==> src/rtl/core/epwr_pkg.sv <==
// Shared types, register indexes and constants of the echo pulse width ranger.
package epwr_pkg;

  localparam int unsigned CfgIdxW   = 3;
  localparam int unsigned CfgDataW  = 20;
  localparam int unsigned CaptureW  = 16;
  localparam int unsigned PeriodW   = 16;
  localparam int unsigned OvfW      = 8;
  localparam int unsigned WidthW    = 20;
  localparam int unsigned ScaleW    = 16;
  localparam int unsigned OffsetW   = 17;
  localparam int unsigned DistW     = 23;
  localparam int unsigned ScaleShift = 8;

  // Register indexes on the configuration channel
  localparam logic [CfgIdxW-1:0] REG_TIMER_PERIOD    = 3'd0;
  localparam logic [CfgIdxW-1:0] REG_MIN_WIDTH       = 3'd1;
  localparam logic [CfgIdxW-1:0] REG_MAX_WIDTH       = 3'd2;
  localparam logic [CfgIdxW-1:0] REG_DISTANCE_SCALE  = 3'd3;
  localparam logic [CfgIdxW-1:0] REG_DISTANCE_OFFSET = 3'd4;

  // Reset values of the registers
  localparam logic [PeriodW-1:0]        RstTimerPeriod    = 16'd4000;
  localparam logic [CaptureW-1:0]       RstMinWidth       = 16'd10;
  localparam logic [WidthW-1:0]         RstMaxWidth       = 20'd4000;
  localparam logic [ScaleW-1:0]         RstDistanceScale  = 16'd40757;
  localparam logic signed [OffsetW-1:0] RstDistanceOffset = -17'sd6086;

  // Event kinds carried on the input tuser
  localparam logic CMD_TICK = 1'b0;
  localparam logic CMD_EDGE = 1'b1;

  typedef struct packed {
    logic [PeriodW-1:0]        timer_period;
    logic [CaptureW-1:0]       min_width;
    logic [WidthW-1:0]         max_width;
    logic [ScaleW-1:0]         distance_scale;
    logic signed [OffsetW-1:0] distance_offset;
  } epwr_cfg_t;

  typedef enum logic [1:0] {
    BK_IDLE,
    BK_MUL,
    BK_SUM,
    BK_OUT
  } epwr_back_state_e;

endpackage

==> src/rtl/core/epwr_cfg.sv <==
// Configuration register file of the echo pulse width ranger.
module epwr_cfg
  import epwr_pkg::*;
(
  input  logic                clk_i,
  input  logic                rst_ni,
  input  logic                wr_en_i,
  input  logic [CfgIdxW-1:0]  wr_index_i,
  input  logic [CfgDataW-1:0] wr_data_i,
  output epwr_cfg_t           cfg_o
);

  epwr_cfg_t cfg_q, cfg_d;

  always_comb begin
    cfg_d = cfg_q;
    if (wr_en_i) begin
      unique case (wr_index_i)
        REG_TIMER_PERIOD:    cfg_d.timer_period    = wr_data_i[PeriodW-1:0];
        REG_MIN_WIDTH:       cfg_d.min_width       = wr_data_i[CaptureW-1:0];
        REG_MAX_WIDTH:       cfg_d.max_width       = wr_data_i[WidthW-1:0];
        REG_DISTANCE_SCALE:  cfg_d.distance_scale  = wr_data_i[ScaleW-1:0];
        REG_DISTANCE_OFFSET: cfg_d.distance_offset = signed'(wr_data_i[OffsetW-1:0]);
        default:             cfg_d = cfg_q;  // unknown index: drop the write
      endcase
    end
  end

  always_ff @(posedge clk_i or negedge rst_ni) begin
    if (!rst_ni) begin
      cfg_q.timer_period    <= RstTimerPeriod;
      cfg_q.min_width       <= RstMinWidth;
      cfg_q.max_width       <= RstMaxWidth;
      cfg_q.distance_scale  <= RstDistanceScale;
      cfg_q.distance_offset <= RstDistanceOffset;
    end else begin
      cfg_q <= cfg_d;
    end
  end

  assign cfg_o = cfg_q;

endmodule

==> src/rtl/core/epwr_front.sv <==
// Front end: takes timer events, tracks the edge phase and forms pulse widths.
module epwr_front
  import epwr_pkg::*;
(
  input  logic                clk_i,
  input  logic                rst_ni,
  input  epwr_cfg_t           cfg_i,
  input  logic                in_valid_i,
  output logic                in_ready_o,
  input  logic                command_i,
  input  logic [CaptureW-1:0] capture_value_i,
  input  logic                q_full_i,
  output logic                push_o,
  output logic [WidthW-1:0]   push_width_o
);

  localparam int unsigned SumW = OvfW + PeriodW + 2;

  logic [OvfW-1:0]     ovf_q, ovf_d;
  logic [CaptureW-1:0] start_q, start_d;
  logic                phase_q, phase_d;

  logic                       accept;
  logic [OvfW+PeriodW-1:0]    ovf_ticks;
  logic signed [SumW-1:0]     width_s;
  logic                       in_range;

  assign in_ready_o = !q_full_i;
  assign accept     = in_valid_i && in_ready_o;

  // width = capture - start + overflows * period, kept signed
  assign ovf_ticks = ovf_q * cfg_i.timer_period;
  assign width_s   = signed'(SumW'(capture_value_i)) - signed'(SumW'(start_q))
                   + signed'(SumW'(ovf_ticks));
  assign in_range  = (width_s > signed'(SumW'(cfg_i.min_width)))
                  && (width_s < signed'(SumW'(cfg_i.max_width)));

  always_comb begin
    ovf_d   = ovf_q;
    start_d = start_q;
    phase_d = phase_q;
    push_o  = 1'b0;
    if (accept) begin
      case (command_i)
        CMD_TICK: ovf_d = ovf_q + OvfW'(1);
        default: begin
          ovf_d   = '0;
          phase_d = !phase_q;
          if (!phase_q) begin
            start_d = capture_value_i;
          end else begin
            push_o = in_range;
          end
        end
      endcase
    end
  end

  assign push_width_o = width_s[WidthW-1:0];

  always_ff @(posedge clk_i or negedge rst_ni) begin
    if (!rst_ni) begin
      ovf_q   <= '0;
      start_q <= '0;
      phase_q <= 1'b0;
    end else begin
      ovf_q   <= ovf_d;
      start_q <= start_d;
      phase_q <= phase_d;
    end
  end

endmodule

==> src/rtl/core/epwr_fifo.sv <==
// Short queue of accepted pulse widths between front and back end.
module epwr_fifo
  import epwr_pkg::*;
#(
  parameter int unsigned Depth = 2
) (
  input  logic              clk_i,
  input  logic              rst_ni,
  input  logic              push_i,
  input  logic [WidthW-1:0] push_data_i,
  output logic              full_o,
  input  logic              pop_i,
  output logic [WidthW-1:0] pop_data_o,
  output logic              empty_o
);

  localparam int unsigned PtrW = (Depth > 1) ? $clog2(Depth) : 1;
  localparam int unsigned CntW = $clog2(Depth + 1);

  logic [WidthW-1:0] mem_q [Depth];
  logic [PtrW-1:0]   wr_ptr_q, rd_ptr_q;
  logic [CntW-1:0]   cnt_q;

  function automatic logic [PtrW-1:0] ptr_next(input logic [PtrW-1:0] p);
    ptr_next = (p == PtrW'(Depth - 1)) ? '0 : p + PtrW'(1);
  endfunction

  assign full_o     = (cnt_q == CntW'(Depth));
  assign empty_o    = (cnt_q == '0);
  assign pop_data_o = mem_q[rd_ptr_q];

  always_ff @(posedge clk_i) begin
    if (push_i) begin
      mem_q[wr_ptr_q] <= push_data_i;
    end
  end

  always_ff @(posedge clk_i or negedge rst_ni) begin
    if (!rst_ni) begin
      wr_ptr_q <= '0;
      rd_ptr_q <= '0;
      cnt_q    <= '0;
    end else begin
      if (push_i) wr_ptr_q <= ptr_next(wr_ptr_q);
      if (pop_i)  rd_ptr_q <= ptr_next(rd_ptr_q);
      if (push_i && !pop_i) begin
        cnt_q <= cnt_q + CntW'(1);
      end else if (pop_i && !push_i) begin
        cnt_q <= cnt_q - CntW'(1);
      end
    end
  end

  a_no_push_full: assert property (@(posedge clk_i) disable iff (!rst_ni)
    full_o |-> !push_i) else $error("push into full queue");
  a_no_pop_empty: assert property (@(posedge clk_i) disable iff (!rst_ni)
    empty_o |-> !pop_i) else $error("pop from empty queue");

endmodule

==> src/rtl/core/epwr_back.sv <==
// Back end: scales an accepted width to a distance and holds the result.
module epwr_back
  import epwr_pkg::*;
(
  input  logic              clk_i,
  input  logic              rst_ni,
  input  epwr_cfg_t         cfg_i,
  input  logic              q_empty_i,
  input  logic [WidthW-1:0] q_data_i,
  output logic              pop_o,
  output logic              out_valid_o,
  input  logic              out_ready_i,
  output logic [WidthW-1:0] pulse_width_o,
  output logic [DistW-1:0]  distance_o
);

  localparam int unsigned ProdW = WidthW + ScaleW;
  localparam int unsigned ShW   = ProdW - ScaleShift;
  localparam int unsigned SumW  = ShW + 2;
  localparam logic signed [SumW-1:0] SumMax = SumW'(signed'(2 ** (DistW - 1) - 1));
  localparam logic signed [SumW-1:0] SumMin = -SumW'(signed'(2 ** (DistW - 1)));

  epwr_back_state_e state_q, state_d;

  logic [WidthW-1:0] width_q;
  logic [ProdW-1:0]  prod_q;
  logic [DistW-1:0]  dist_q;
  logic signed [SumW-1:0] sum;
  logic [DistW-1:0]  dist_sat;

  always_comb begin
    state_d = state_q;
    unique case (state_q)
      BK_IDLE: if (!q_empty_i) state_d = BK_MUL;
      BK_MUL:  state_d = BK_SUM;
      BK_SUM:  state_d = BK_OUT;
      BK_OUT:  if (out_ready_i) state_d = BK_IDLE;
      default: state_d = BK_IDLE;
    endcase
  end

  always_comb begin
    pop_o       = 1'b0;
    out_valid_o = 1'b0;
    unique case (state_q)
      BK_IDLE: pop_o = !q_empty_i;
      BK_OUT:  out_valid_o = 1'b1;
      default: ;
    endcase
  end

  // Drop the low fraction bits of the product, add the offset, saturate
  assign sum = signed'(SumW'(prod_q[ProdW-1:ScaleShift]))
             + SumW'(cfg_i.distance_offset);
  always_comb begin
    if (sum > SumMax) begin
      dist_sat = SumMax[DistW-1:0];
    end else if (sum < SumMin) begin
      dist_sat = SumMin[DistW-1:0];
    end else begin
      dist_sat = sum[DistW-1:0];
    end
  end

  always_ff @(posedge clk_i) begin
    if (pop_o) width_q <= q_data_i;
    if (state_q == BK_MUL) prod_q <= width_q * cfg_i.distance_scale;
    if (state_q == BK_SUM) dist_q <= dist_sat;
  end

  always_ff @(posedge clk_i or negedge rst_ni) begin
    if (!rst_ni) begin
      state_q <= BK_IDLE;
    end else begin
      state_q <= state_d;
    end
  end

  assign pulse_width_o = width_q;
  assign distance_o    = dist_q;

  a_pop_starts_mul: assert property (@(posedge clk_i) disable iff (!rst_ni)
    pop_o |=> state_q == BK_MUL) else $error("pop did not start a multiply");
  a_valid_after_sum: assert property (@(posedge clk_i) disable iff (!rst_ni)
    $rose(out_valid_o) |-> $past(state_q) == BK_SUM)
    else $error("result shown without a finished sum");

endmodule

==> src/rtl/core/echo_pulse_width_ranger_unit.sv <==
// Top level of the echo pulse width ranger: timer events in, widths and distances out.
//
// Timer events arrive on the slave stream: tuser carries the kind (overflow tick
// or edge capture) and tdata the captured counter value. An 8-bit wrapping count
// of overflow ticks runs between edges; the first edge of a pair stores the start
// value, the second forms width = capture - start + overflows * timer_period and
// returns to the first phase. Widths strictly between min_width and max_width go
// into a short queue (FifoDepth entries); other edges and ticks produce nothing.
// The back end takes one queued width at a time: a 20x16 multiply by
// distance_scale (Q8.8) into a product register, then shift right by 8, add
// distance_offset (Q17.0 signed) and saturate to 23 signed bits into an output
// register that holds the result until the master side takes it. An event is
// accepted whenever the queue has room; the back end pops the next width only
// after the master side has taken the current result. The multiply is the widest
// path. Registers are written over the configuration channel, which is always
// ready; write it only while no event is in flight. Unknown register indexes are
// ignored.
module echo_pulse_width_ranger_unit
  import epwr_pkg::*;
#(
  parameter int unsigned FifoDepth = 2  // queue entries, 2 or more
) (
  input  logic                clk_i,
  input  logic                rst_ni,
  // Configuration write channel
  input  logic                cfg_valid_i,
  output logic                cfg_ready_o,
  input  logic [CfgIdxW-1:0]  cfg_index_i,
  input  logic [CfgDataW-1:0] cfg_data_i,
  // Event stream
  input  logic                s_axis_tvalid,
  output logic                s_axis_tready,
  input  logic [15:0]         s_axis_tdata,   // [15:0] capture_value
  input  logic [0:0]          s_axis_tuser,   // [0] command
  // Result stream
  output logic                m_axis_tvalid,
  input  logic                m_axis_tready,
  output logic [47:0]         m_axis_tdata    // [19:0] pulse_width, [42:20] distance, zero fill
);

  epwr_cfg_t         cfg;
  logic              q_full, q_empty, push, pop;
  logic [WidthW-1:0] push_width, pop_width, pulse_width;
  logic [DistW-1:0]  distance;

  // Registers accept a transfer every cycle
  assign cfg_ready_o = 1'b1;

  epwr_cfg u_cfg (
    .clk_i      (clk_i),
    .rst_ni     (rst_ni),
    .wr_en_i    (cfg_valid_i && cfg_ready_o),
    .wr_index_i (cfg_index_i),
    .wr_data_i  (cfg_data_i),
    .cfg_o      (cfg)
  );

  // Front end: advance the edge phase and forward in-range widths
  epwr_front u_front (
    .clk_i           (clk_i),
    .rst_ni          (rst_ni),
    .cfg_i           (cfg),
    .in_valid_i      (s_axis_tvalid),
    .in_ready_o      (s_axis_tready),
    .command_i       (s_axis_tuser[0]),
    .capture_value_i (s_axis_tdata[CaptureW-1:0]),
    .q_full_i        (q_full),
    .push_o          (push),
    .push_width_o    (push_width)
  );

  epwr_fifo #(
    .Depth (FifoDepth)
  ) u_fifo (
    .clk_i       (clk_i),
    .rst_ni      (rst_ni),
    .push_i      (push),
    .push_data_i (push_width),
    .full_o      (q_full),
    .pop_i       (pop),
    .pop_data_o  (pop_width),
    .empty_o     (q_empty)
  );

  // Back end: scale to distance and hold until transfer
  epwr_back u_back (
    .clk_i         (clk_i),
    .rst_ni        (rst_ni),
    .cfg_i         (cfg),
    .q_empty_i     (q_empty),
    .q_data_i      (pop_width),
    .pop_o         (pop),
    .out_valid_o   (m_axis_tvalid),
    .out_ready_i   (m_axis_tready),
    .pulse_width_o (pulse_width),
    .distance_o    (distance)
  );

  assign m_axis_tdata = {{(48 - WidthW - DistW){1'b0}}, distance, pulse_width};

endmodule
==> config.mk <==
export PLATFORM = sky130hd
export DESIGN_NAME = echo_pulse_width_ranger_unit
export DESIGN_NICKNAME = d
export VERILOG_FILES = /design/src/rtl/core/epwr_pkg.sv /design/src/rtl/core/epwr_cfg.sv /design/src/rtl/core/epwr_front.sv /design/src/rtl/core/epwr_fifo.sv /design/src/rtl/core/epwr_back.sv /design/src/rtl/core/echo_pulse_width_ranger_unit.sv
export SDC_FILE = /design/constraint.sdc
export NUM_CORES = 1
export LEC_CHECK = 0
export ABC_AREA = 1
export BUFFER_PORTS_ARGS = -buffer_cell sky130_fd_sc_hd__buf_2
export CAP_MARGIN = 20
export CELL_PAD_IN_SITES_DETAIL_PLACEMENT = 1
export CELL_PAD_IN_SITES_GLOBAL_PLACEMENT = 2
export CORE_MARGIN = 5
export CORE_UTILIZATION = 35
export DETAILED_ROUTE_END_ITERATION = 10
export PLACE_DENSITY_LB_ADDON = 0.25
export RECOVER_POWER = 25
export SLEW_MARGIN = 20
export SYNTH_ARGS = -nofsm -noshare
export SYNTH_HDL_FRONTEND = slang
export SYNTH_SLANG_ARGS = --single-unit
==> constraint.sdc <==
create_clock -name clk_i -period 7.66 [get_ports clk_i]
set_input_delay 1.149 -clock clk_i [delete_from_list [all_inputs] [get_ports clk_i]]
set_output_delay 1.149 -clock clk_i [all_outputs]
set_load 0.03 [all_outputs]
### Yosys cells after proc, flatten, opt, wreduce, memory -nomap -nowiden

Memory sizes are Yosys's and may differ from the RTL's. A register that Yosys moved wholly into a read port is not among the register bits.
Cells that the tools add are included.

* bits in latches: 0
* memories kept: 1
* bits in writable memories: 40
* register bits after elaboration: 175
* output and inout bits: 51
* input port bits: 45
* memory bits (read-only): 0
* word-level logic and storage cells: 77

Memories
* u_fifo.mem_q: words 2, bits a word 20, rd ports 1, clocked after memory_dff 1, wr ports 1, line epwr_fifo.sv:20 `logic [WidthW-1:0] mem_q [Depth];`

* div/mod/pow operators: 0
* muxes and demuxes: 16
* add/sub/neg operators: 8
* shifts and indexed selects: 0
* equality and inequality tests: 10
* reduce and logical (&&, ||, !) cells: 21
* $lt $le $gt $ge: 4
* bitwise logic cells: 1
* multipliers: 2

Operator list (count)
* $mul A20 B16 Y36: 1
* $add A29 B17 Y30: 1
* $gt A30 B23 Y1 const B: 1
* $lt A30 B23 Y1 const B: 1
* $add A26 B25 Y26: 1
* $gt A26 B17 Y1: 1
* $lt A26 B21 Y1: 1
* $mul A8 B16 Y24: 1
* $mux W23: 1
* $sub A16 B16 Y17: 1
* $reduce_and A2 Y1: 7
* $mux W1: 9
* $add A8 B1 Y8 const B: 1
* $mux W2: 4
* $mux W8: 1
* $pmux W2 S4: 1
* $eq A2 B2 Y1 const B: 3
* $eq A3 B2 Y1 const B: 2
* $logic_not A1 Y1: 5
* $logic_and A1 B1 Y1: 4
* $logic_not A2 Y1: 2
* $ne A2 B2 Y1 const B: 2
* $eq A3 B1 Y1 const B: 1
* $eq A3 B3 Y1 const B: 1
* 8 further kinds: 9

### Logic depth before layout (Yosys ltp)

Gate-level depths: netlist of the first run.

* depth in word-level cells: 11
* gate-level depth with buffers: 50
* depth with buffers taken out: 48

### Modules after synthesis

From an unflattened synthesis of the first run, not the netlist that was laid out.

* cells, all modules: 3822
* area, all modules: 29268.1 um^2

By module, submodules not included
* epwr_back: instances 1, sequential area each 2182.1 um^2, area each 15456.1 um^2, cells an instance 2046
* epwr_front: instances 1, sequential area each 625.6 um^2, area each 8604.5 um^2, cells an instance 1302
* epwr_cfg: instances 1, sequential area each 2168.3 um^2, area each 3428.3 um^2, cells an instance 379
* epwr_fifo: instances 1, sequential area each 1301.2 um^2, area each 1726.7 um^2, cells an instance 87
* echo_pulse_width_ranger_unit: instances 1, sequential area each 0.0 um^2, area each 52.6 um^2, cells an instance 8

### Least setup slack after synthesis of the first run

No wires, ideal clock.

* path type: register to register
* start: register u_front.ovf_q[3]
* end: memory u_fifo.mem_q[1][0] (enable)
* path slack: -0.534 ns
* data required time: 7.238 ns
* path buffers: 2
* cell stages (with the launch flop): 43
* setup time: 0.422 ns
* arrival time: 7.771 ns
* clock period less this slack: 8.194 ns
* cell sequence: dfrtp_1 > clkbuf_1 > buf_1 > nand2_1 > fa_1 > fa_1 > inv_1 > fa_1 > inv_1 > fa_1 > inv_1 > ha_1 > a21oi_1 > nand2_1 > nand2_1 > o211ai_1 > nor2_1 > o21ai_0 > (+7 left out) > inv_1 > nand2_1 > nand2_1 > nand2_1 > ha_1 > nand2_1 > inv_1 > nand3_1 > inv_1 > a21oi_1 > nand2_1 > nand2_1 > nand2_1 > nand2_1 > inv_1 > nor2_2 > nand2_2 > nor3_1

* cells in the longest elaborated chain, start to end: 9
* elaborated cells between the ends (all ways): 10
* those cells by class: add/sub (1); mul (1); order compare (2); mux (5); reduce/logical (1)

RTL lines
* start, declared: line epwr_front.sv:19 `logic [OvfW-1:0] ovf_q, ovf_d;`
* start signal, assigned: line epwr_front.sv:67 `ovf_q <= ovf_d;`
* $mul A8 B16 Y24 *: line epwr_front.sv:32 `assign ovf_ticks = ovf_q * cfg_i.timer_period;`
* $add A26 B25 Y26 *: line epwr_front.sv:34 `+ signed'(SumW'(ovf_ticks));`
* $gt A26 B17 Y1 / $lt A26 B21 Y1 (equally long branches): line epwr_front.sv:35, epwr_front.sv:36
* $logic_and A1 B1 Y1 *: line epwr_front.sv:36 `&& (width_s < signed'(SumW'(cfg_i.max_width)));`
* $mux W1 *: line epwr_front.sv:49 `if (!phase_q) begin`
* $mux W1 *: line epwr_front.sv:44 `case (command_i)`
* $mux W1 *: line epwr_front.sv:43 `if (accept) begin`
* $mux W1 *: line epwr_fifo.sv:33 `if (push_i) begin`
* $mux W1 (not written as such) *: line epwr_fifo.sv:34 `mem_q[wr_ptr_q] <= push_data_i;`
* end, declared: line epwr_fifo.sv:20

Every way passes the cells marked *; elsewhere a longest branch is shown, timed or not.

### Worst setup path after layout of the first run

* start: register u_cfg.cfg_q, in the netlist u_cfg.cfg_o[74]
* end: register u_fifo.cnt_q[1]

* cells in the longest elaborated chain, start to end: 10
* elaborated cells between the ends (all ways): 13
* those cells by class: add/sub (1); mul (1); order compare (2); mux (4); reduce/logical (5)

RTL lines
* start, declared: line epwr_cfg.sv:13 `epwr_cfg_t cfg_q, cfg_d;`
* start signal, assigned: line epwr_cfg.sv:37 `cfg_q <= cfg_d;`
* $mul A8 B16 Y24 *: line epwr_front.sv:32
* $add A26 B25 Y26 *: line epwr_front.sv:34
* via push_width[12]: line echo_pulse_width_ranger_unit.sv:43 `logic [WidthW-1:0] push_width, pop_width, pulse_width;`
* $gt A26 B17 Y1 / $lt A26 B21 Y1 (equally long branches): line epwr_front.sv:35, epwr_front.sv:36
* $logic_and A1 B1 Y1 *: line epwr_front.sv:36
* $mux W1 *: line epwr_front.sv:49
* $mux W1 *: line epwr_front.sv:44
* $mux W1 *: line epwr_front.sv:43
* via push: line echo_pulse_width_ranger_unit.sv:42 `logic q_full, q_empty, push, pop;`
* $logic_not A1 Y1: line epwr_fifo.sv:48 `end else if (pop_i && !push_i) begin`
* $logic_and A1 B1 Y1: line epwr_fifo.sv:48
* $reduce_bool A2 Y1 (no source line)
* end signal, assigned: line epwr_fifo.sv:47 `cnt_q <= cnt_q + CntW'(1);`
* end signal, assigned: line epwr_fifo.sv:49 `cnt_q <= cnt_q - CntW'(1);`
* end, declared: line epwr_fifo.sv:22 `logic [CntW-1:0] cnt_q;`

The timed path passes the listed nets; every way through them passes the cells marked *.
A chain may end at the register's enable or synchronous reset.

==> results of run 1 <==
-- layout make-up --
type                            count  area share
Multi-Input combinational cell   2430       0.598
Sequential cell                   227       0.199
Inverter                          813      0.0966
Tap cell                         1060      0.0420
Timing Repair Buffer              173      0.0352
Clock buffer                       40      0.0252
Clock inverter                     12     0.00400
-- what timing repair did --
item,in CTS,in global routing
setup buffers,1,15
gates resized for setup,12,100
endpoints found under the setup margin,1,42
pin swaps,1,23
-- cell families after synthesis --
kind of cell,count (synthesis),synth area share
muxes,1,0.000398
xor gates and xnor gates,103,0.0322
AOI/OAI and AO/OA,384,0.0746
other,2,0.000266
adders and majority gates,595,0.353
DFF,227,0.222
buffers and inverters,948,0.127
and+or+nand+nor,1341,0.191
-- layer usage --
layer / GRT usage / vias to the layer above / wire length, um
li1: - / 11000 / -
met1: 0.271 / 11200 / 39400
met2: 0.380 / 235 / 45700
met3: 0.0165 / 73 / 2150
met4: 0.0319 / 0 / 1330
met5: 0 / - / 0
-- cells in the mapped netlist (all sizes together) (2+ instances only) --
library cell | n | area (um2)
nand3b | 6 | 45.0
clkbuf | 123 | 462
o21ai | 152 | 768
xor2 | 67 | 594
o2111ai | 2 | 17.5
fa | 336 | 6730
nor3b | 2 | 15.0
nor4 | 8 | 56.3
nand2 | 1021 | 3860
buf | 12 | 90.1
o21a | 11 | 82.6
a21oi | 165 | 833
ha | 259 | 3240
xnor2 | 36 | 315
nand3 | 68 | 355
and2 | 3 | 18.8
and3 | 3 | 18.8
dfstp | 33 | 867
a211oi | 8 | 60.1
inv | 813 | 3050
nor2 | 170 | 663
or2 | 3 | 18.8
a21boi | 4 | 30.0
o211ai | 5 | 37.5
nor3 | 30 | 170
o21bai | 11 | 90.1
a31oi | 13 | 81.3
a21o | 7 | 52.6
dfrtp | 83 | 2080
nand4 | 27 | 169
conb | 2 | 7.51
edfxtp | 111 | 3330
-- final timing paths --
kind | from | end | depth (start not counted)
max | u_cfg.cfg_o[74] | u_fifo.cnt_q[1] | 39
min | u_front.phase_q | u_front.phase_q | 2
max reg2reg | u_cfg.cfg_o[74] | u_fifo.cnt_q[1] | 39
min reg2reg | u_front.phase_q | u_front.phase_q | 2
max in group asynchronous | rst_ni | u_front.ovf_q[2] | 1
min in group asynchronous | rst_ni | u_front.phase_q | 1
-- critical path: cells and delay by family, from the launching register on --
family / cells / cell delay (ps)
xor+xnor: 3 / 530
flops: 1 / 580
fa+ha+maj: 8 / 3140
simple gates: 14 / 1250
compound gates: 8 / 1100
buf+inv: 6 / 390
-- metrics by stage --
step,util,setup slack (ps)
4_1_cts,0.387,2.76
2_1_floorplan,-,83.6
6_report,0.393,491
3_3_place_gp,0.374,65.8
5_1_grt,0.393,-11.6
3_5_place_dp,0.374,-67.4
-- state kept, by name (all words and copies together), names as in the netlist, 2 cells and up --
signal                count
u_fifo.cnt_q              2
u_back.pulse_width_o     20
u_back.prod_q            28
u_back.distance_o        23
u_front.ovf_q             8
u_fifo.mem_q             40
u_cfg.cfg_o              85
u_front.start_q          16
u_back.state_q            2
==> results.toml, run 1 <==
[outcome]
status = "complete, but fails checks"
violations = "max-capacitance violations, max-slew violations"

[floorplan]
io_pins = 96
die_x_um = 294
rows = 104
die_h_um = 294
start_util = 0.352
coreArea_um2 = 80300
die_area_um2 = 86600

[drt]
vias_per_cell = 4.75
first_iter_violations = 991
ant_nets = 0
wl_um = 88600
drc_errors = 0
vias = 22600
wl_per_cell_um = 18.6
drtPass1Iterations = 5

[layout]
seq_area_um2 = 6290
antennaDiodeCount = 0
fin_cells = 4755
mostFrequentLayoutCells = "nand2_1, inv_1, fa_1"
nets = 4313
final_common_cell = "nand2_1"
fin_area_um2 = 31600
final_layout_size_suffix_gt1_frac = 0.103
fillerInstances = 9770
area_growth_syn_to_layout_pct = 11.7
multi_input_area_um2 = 18900

[placement]
dp.cells = 4687
hpwlAfterDp_um = 73000
globalplace.congestion = 0.857
placed_cell_area_um2 = 30100
portBuffers = 89

[global_route]
grt_pass1_vias = 24500
overflow = 0
grt_usage = 0.206
grt_max_degree = 64
antenna_found_initial = 0
grt_first_pass_wirelength_um = 141000

[synth]
synthesis.area_um2 = 28300
seq_area_frac_synth = 0.222
yosys.cell_types.count = 55
synthCells = 3601
ys_ff_latch = 227
yosys_warnings = 0
synth_edf_count = 111
synth.avg_cell_area_um2 = 7.85
ys.flop_type = "edfxtp_1"
synth-async-reset-ratio = 0.511

[worst_setup_path]
crit_path_max_incr_delay_ps = 580
cp_common_cell = "nand2_1"
crit_fanout = 4
critPathCaptureType = "flop"
cp.arrival_ps = 7600
r2r_setup_slack_ps = 490
crit_path_start_kind = "flop"
critPathKind = "flop to flop"
worstPathRequired_ps = 8090
crit_slowest_cell = "dfstp_2"

[timing]
finalSetupViolations = 0
hold_viol = 0
fin_crit_ps = 7170
finClkSkew_ps = 26.4
hold_slack_ps = 483
tightest_slew_ps = 3900
max_freq_ghz = 0.139
slew_headroom = -1.60
finalCritPeriodShare = 0.936
finalSetupTns_ps = 0
slew_viol_final = 93

[clock_tree]
cts_tree = "yes"
cts_made_buffers = 28
clkSinkCount = 227
cts_buffer_depth = 3
root_buffer = "clkbuf_16"
cts.clk_slew.worst_paths_ps = 60
clk_latency_ps = 580
holdBufCountCts = 0
htree_levels = 1

[flow_run]
maxCapViolCount = 2

[worst_hold_path]
hold_path_class = "flop to flop"
Power of run 1 is left out: the tool's default activity adds up to more than one toggle a clock period on the data nets, which glitch-free logic cannot reach.
==> inputs of run 2 (changes only) <==
Settings changed: SYNTH_HIERARCHICAL set to 1.
==> results.toml, run 2 <==
[outcome]
status = "complete, but fails checks"
violations = "max-capacitance violations, max-slew violations"

[drt]
drc_errors = 0
vias = 23400
ant_nets = 0
first_iter_violations = 1116
wl_um = 92100
wl_per_cell_um = 18.5
drtPass1Iterations = 5
vias_per_cell = 4.70

[global_route]
grt_max_degree = 66
overflow = 0
grt_first_pass_wirelength_um = 144000
grt_pass1_vias = 25100
grt_usage = 0.205
antenna_found_initial = 0

[layout]
final_common_cell = "nand2_1"
nets = 4511
area_growth_syn_to_layout_pct = 9.12
largest_reg_flops = 85
mostFrequentLayoutCells = "nand2_1, inv_1, fa_1"
fillerInstances = 10300
multi_input_area_um2 = 19000
final_layout_size_suffix_gt1_frac = 0.0822
seq_area_um2 = 6280
antennaDiodeCount = 0

[clock_tree]
cts_made_buffers = 28
clk_latency_ps = 560
clkSinkCount = 227
holdBufCountCts = 0
cts_buffer_depth = 3
cts.clk_slew.worst_paths_ps = 60
htree_levels = 1
cts_tree = "yes"
root_buffer = "clkbuf_16"

[timing]
slew_viol_final = 82
hold_viol = 0
fin_crit_ps = 7210
rsz0062_at_grt = "false"
finalCritPeriodShare = 0.941
max_freq_ghz = 0.139
tightest_slew_ps = 3220
slew_headroom = -1.15
finClkSkew_ps = 21.9
finalSetupTns_ps = 0
finalSetupViolations = 0

[worst_setup_path]
critPathKind = "flop to flop"
crit_slowest_cell = "dfstp_2"
cp_common_cell = "nand2_1"
crit_path_max_incr_delay_ps = 620
worstPathRequired_ps = 7920
r2r_setup_slack_ps = 450
cp.arrival_ps = 7470
critPathCaptureType = "flop"
crit_fanout = 9
crit_path_start_kind = "flop"

[synth]
seq_area_frac_synth = 0.214
synthesis.area_um2 = 29300
synthMostInstantiatedCell = "nand2_1"
synth_top_area_frac = 0.230
synth.avg_cell_area_um2 = 7.66
yosys_warnings = 6
ys.flop_type = "edfxtp_1"
synth_commonest_cells = "nand2_1, inv_1, fa_1"
synthCells = 3822
synth_area_leaders = "fa_1, nand2_1, inv_1, edfxtp_1, ha_1"
synth_edf_count = 111
ys_ff_latch = 227
yosysTopAreaCell = "fa_1"
synth-async-reset-ratio = 0.511
yosys.cell_types.count = 55

[floorplan]
die_x_um = 299
start_util = 0.351
die_area_um2 = 89500
coreArea_um2 = 83300
io_pins = 96
rows = 106
die_h_um = 299

[flow_run]
maxCapViolCount = 2

[placement]
portBuffers = 89
hpwlAfterDp_um = 75900
globalplace.congestion = 0.850

[worst_hold_path]
hold_path_class = "flop to flop"
-- run 2: worst max-delay path: cells and delay by family (launching register included) --
family	cells	cell delay [ps]
adders and majority gates	7	3020
xor gates and xnor gates	1	90
AOI/OAI and AO/OA	6	860
DFF	1	620
buffers and inverters	7	570
and+or+nand+nor	15	1730
-- run 2: kinds of logic after synthesis --
logic type / count (synthesis) / share of synthesized area
xor+xnor: 91 / 0.0272
compound gates: 258 / 0.0494
flops: 227 / 0.214
fa+ha+maj: 595 / 0.341
other cells: 2 / 0.000257
buf+inv: 1048 / 0.138
simple gates: 1581 / 0.220
mux: 20 / 0.0101
-- run 2: per-layer routing --
layer	part of all wire	routed length, um	track usage
met5	0	0	0
met4	0.026	2410	0.0496
met3	0.028	2580	0.0166
met2	0.52	47500	0.380
met1	0.43	39600	0.259
-- run 2: final cells by class --
type | instances | share of cell area
Clock buffer | 35 | 0.0245
Clock inverter | 17 | 0.00623
Inverter | 911 | 0.107
Multi-Input combinational cell | 2551 | 0.594
Sequential cell | 227 | 0.197
Tap cell | 1080 | 0.0423
Timing Repair Buffer | 152 | 0.0289
-- run 2: worst paths after layout --
kind,startpoint,endpoint,depth (start not counted)
worst max-delay path,u_cfg/cfg_o[74],u_fifo/mem_q[0][6],36
max in group asynchronous,rst_ni,u_cfg/cfg_o[58],2
min in group asynchronous,rst_ni,u_front/start_q[3],1
worst max register to register,u_cfg/cfg_o[74],u_fifo/mem_q[0][6],36
worst min-delay path,u_cfg/cfg_o[38],u_cfg/cfg_o[38],2
worst min register to register,u_cfg/cfg_o[38],u_cfg/cfg_o[38],2
-- run 2: repair_timing --
item / CTS / global route
gates resized for setup: 0 / 25
setup buffers: 0 / 7
endpoints found under the setup margin: 0 / 42
-- run 2: metrics by stage --
stage / hold WS [ps] / std cells / util / area, um2 / setup WS [ps]
finish: 464 / 4973 / 0.383 / 31900 / 450
detailed placement: 458 / 4914 / 0.371 / 30900 / 189
global route: 478 / 4973 / 0.383 / 31900 / 5.05
CTS: 466 / 4966 / 0.383 / 31900 / 171
global placement: 454 / 4914 / 0.371 / 30900 / 309
floorplan: 436 / 3826 / - / 29300 / 149
Power of run 2 is left out for the same reason.
==> inputs of run 3 (changes only) <==
Settings changed: CORE_UTILIZATION 35 to 42, SKIP_LAST_GASP set to 1.
Clock period 7.66 ns to 8.3 ns, I/O delays scaled along.
==> results.toml, run 3 (synthesized netlist as in run 2, its figures left out) <==
[worst_setup_path]
crit_path_max_incr_delay_ps = 780
crit_fanout = 20
crit_slowest_cell = "dfrtp_1"
cp.arrival_ps = 8040
critPathCaptureType = "flop"
worstPathRequired_ps = 8540
critPathKind = "flop to flop"
crit_path_start_kind = "flop"

[clock_tree]
cts.clk_slew.worst_paths_ps = 60
htree_levels = 1
cts_tree = "yes"
root_buffer = "clkbuf_16"
clk_latency_ps = 590
cts_made_buffers = 27
clkSinkCount = 227
cts_buffer_depth = 3

[layout]
area_growth_syn_to_layout_pct = 7.12
final_common_cell = "nand2_1"
mostFrequentLayoutCells = "nand2_1, inv_1, fa_1"
antennaDiodeCount = 0
largest_reg_flops = 85
nets = 4471
final_layout_size_suffix_gt1_frac = 0.0659

[drt]
ant_nets = 0
highest_layer = "met4"
wl_per_cell_um = 18.6
dr_wl_met3_um = 2070
wl_met1_um = 37500
first_iter_violations = 881
vias_per_cell = 4.94
drc_errors = 0
dr_wl_met2_um = 47400
vias = 23600
wl_um = 88700
drtPass1Iterations = 5

[placement]
portBuffers = 89
hpwlAfterDp_um = 71800
globalplace.congestion = 0.880

[flow_run]
maxCapViolCount = 3

[floorplan]
coreArea_um2 = 68800
rows = 96
io_pins = 96
die_area_um2 = 75100
die_h_um = 274
start_util = 0.425
die_x_um = 274

[global_route]
grt_max_degree = 61
antenna_found_initial = 0
grt_usage = 0.239
grt_pass1_vias = 26000
overflow = 0
grt_first_pass_wirelength_um = 142000

[timing]
slew_headroom = -1.15
max_freq_ghz = 0.128
fin_crit_ps = 7800
finClkSkew_ps = 32.4
finalSetupViolations = 0
slew_viol_final = 113
rsz0062_at_grt = "false"
tightest_slew_ps = 3220
hold_viol = 0
finalSetupTns_ps = 0
finalCritPeriodShare = 0.940

[worst_hold_path]
hold_path_class = "flop to flop"

[outcome]
status = "complete, but fails checks"
violations = "max-capacitance violations, max-slew violations"
-- run 3: through the flow --
stage	worst slack [ps]	std cells	utilization	area (um2)	hold WS, ps
after global placement	771	4733	0.443	30500	452
after global routing	56.0	4783	0.456	31400	481
after floorplan	789	3826	-	29300	436
after detailed placement	580	4733	0.443	30500	456
final	498	4783	0.456	31400	463
after CTS	545	4783	0.457	31400	465
-- run 3: path summary, 6_finish.rpt --
path / slack (ps) / start / end / cells after the start
setup / recovery: 500 / u_front/ovf_q[6] / u_fifo/mem_q[0][17] / 34
hold reg to reg: 460 / u_cfg/cfg_o[56] / u_cfg/cfg_o[56] / 2
hold / removal: 460 / u_cfg/cfg_o[56] / u_cfg/cfg_o[56] / 2
min in group asynchronous: 1730 / rst_ni / u_front/ovf_q[6] / 1
max in group asynchronous: 4340 / rst_ni / u_front/start_q[2] / 2
setup reg to reg: 500 / u_front/ovf_q[6] / u_fifo/mem_q[0][17] / 34
-- run 3: cell type report --
| cell class | count | area [um2] |
|---|---|---|
| fill | 8600 | 37500 |
| multi-input combinational | 2551 | 18900 |
| sequential | 227 | 6280 |
| clock buffer | 29 | 683 |
| inverter | 911 | 3420 |
| timing repair buffer | 113 | 613 |
| tap | 931 | 1160 |
| clock inverter | 21 | 283 |
-- run 3: repair_timing --
| item | CTS | global route |
|---|---|---|
| gates resized for setup | 0 | 1 |
| endpoints found under the setup margin | 0 | 8 |
| setup buffers | 0 | 0 |
| hold buffers | 0 | 0 |
-- run 3: worst max-delay path: cells and delay by family (launching register included) --
| family | cells | cell delay, ps |
|---|---|---|
| DFF | 1 | 780 |
| adders and majority gates | 7 | 3010 |
| AOI/OAI and AO/OA | 7 | 1220 |
| xor gates and xnor gates | 2 | 460 |
| and+or+nand+nor | 12 | 1370 |
| buffers and inverters | 6 | 590 |
-- run 3: metal layers --
metal / GRT usage / vias to the layer above
met4: 0.0481 / 0
met5: 0 / -
met3: 0.0152 / 108
li1: - / 11400
met2: 0.460 / 265
met1: 0.295 / 11800
Power of run 3 is left out for the same reason.
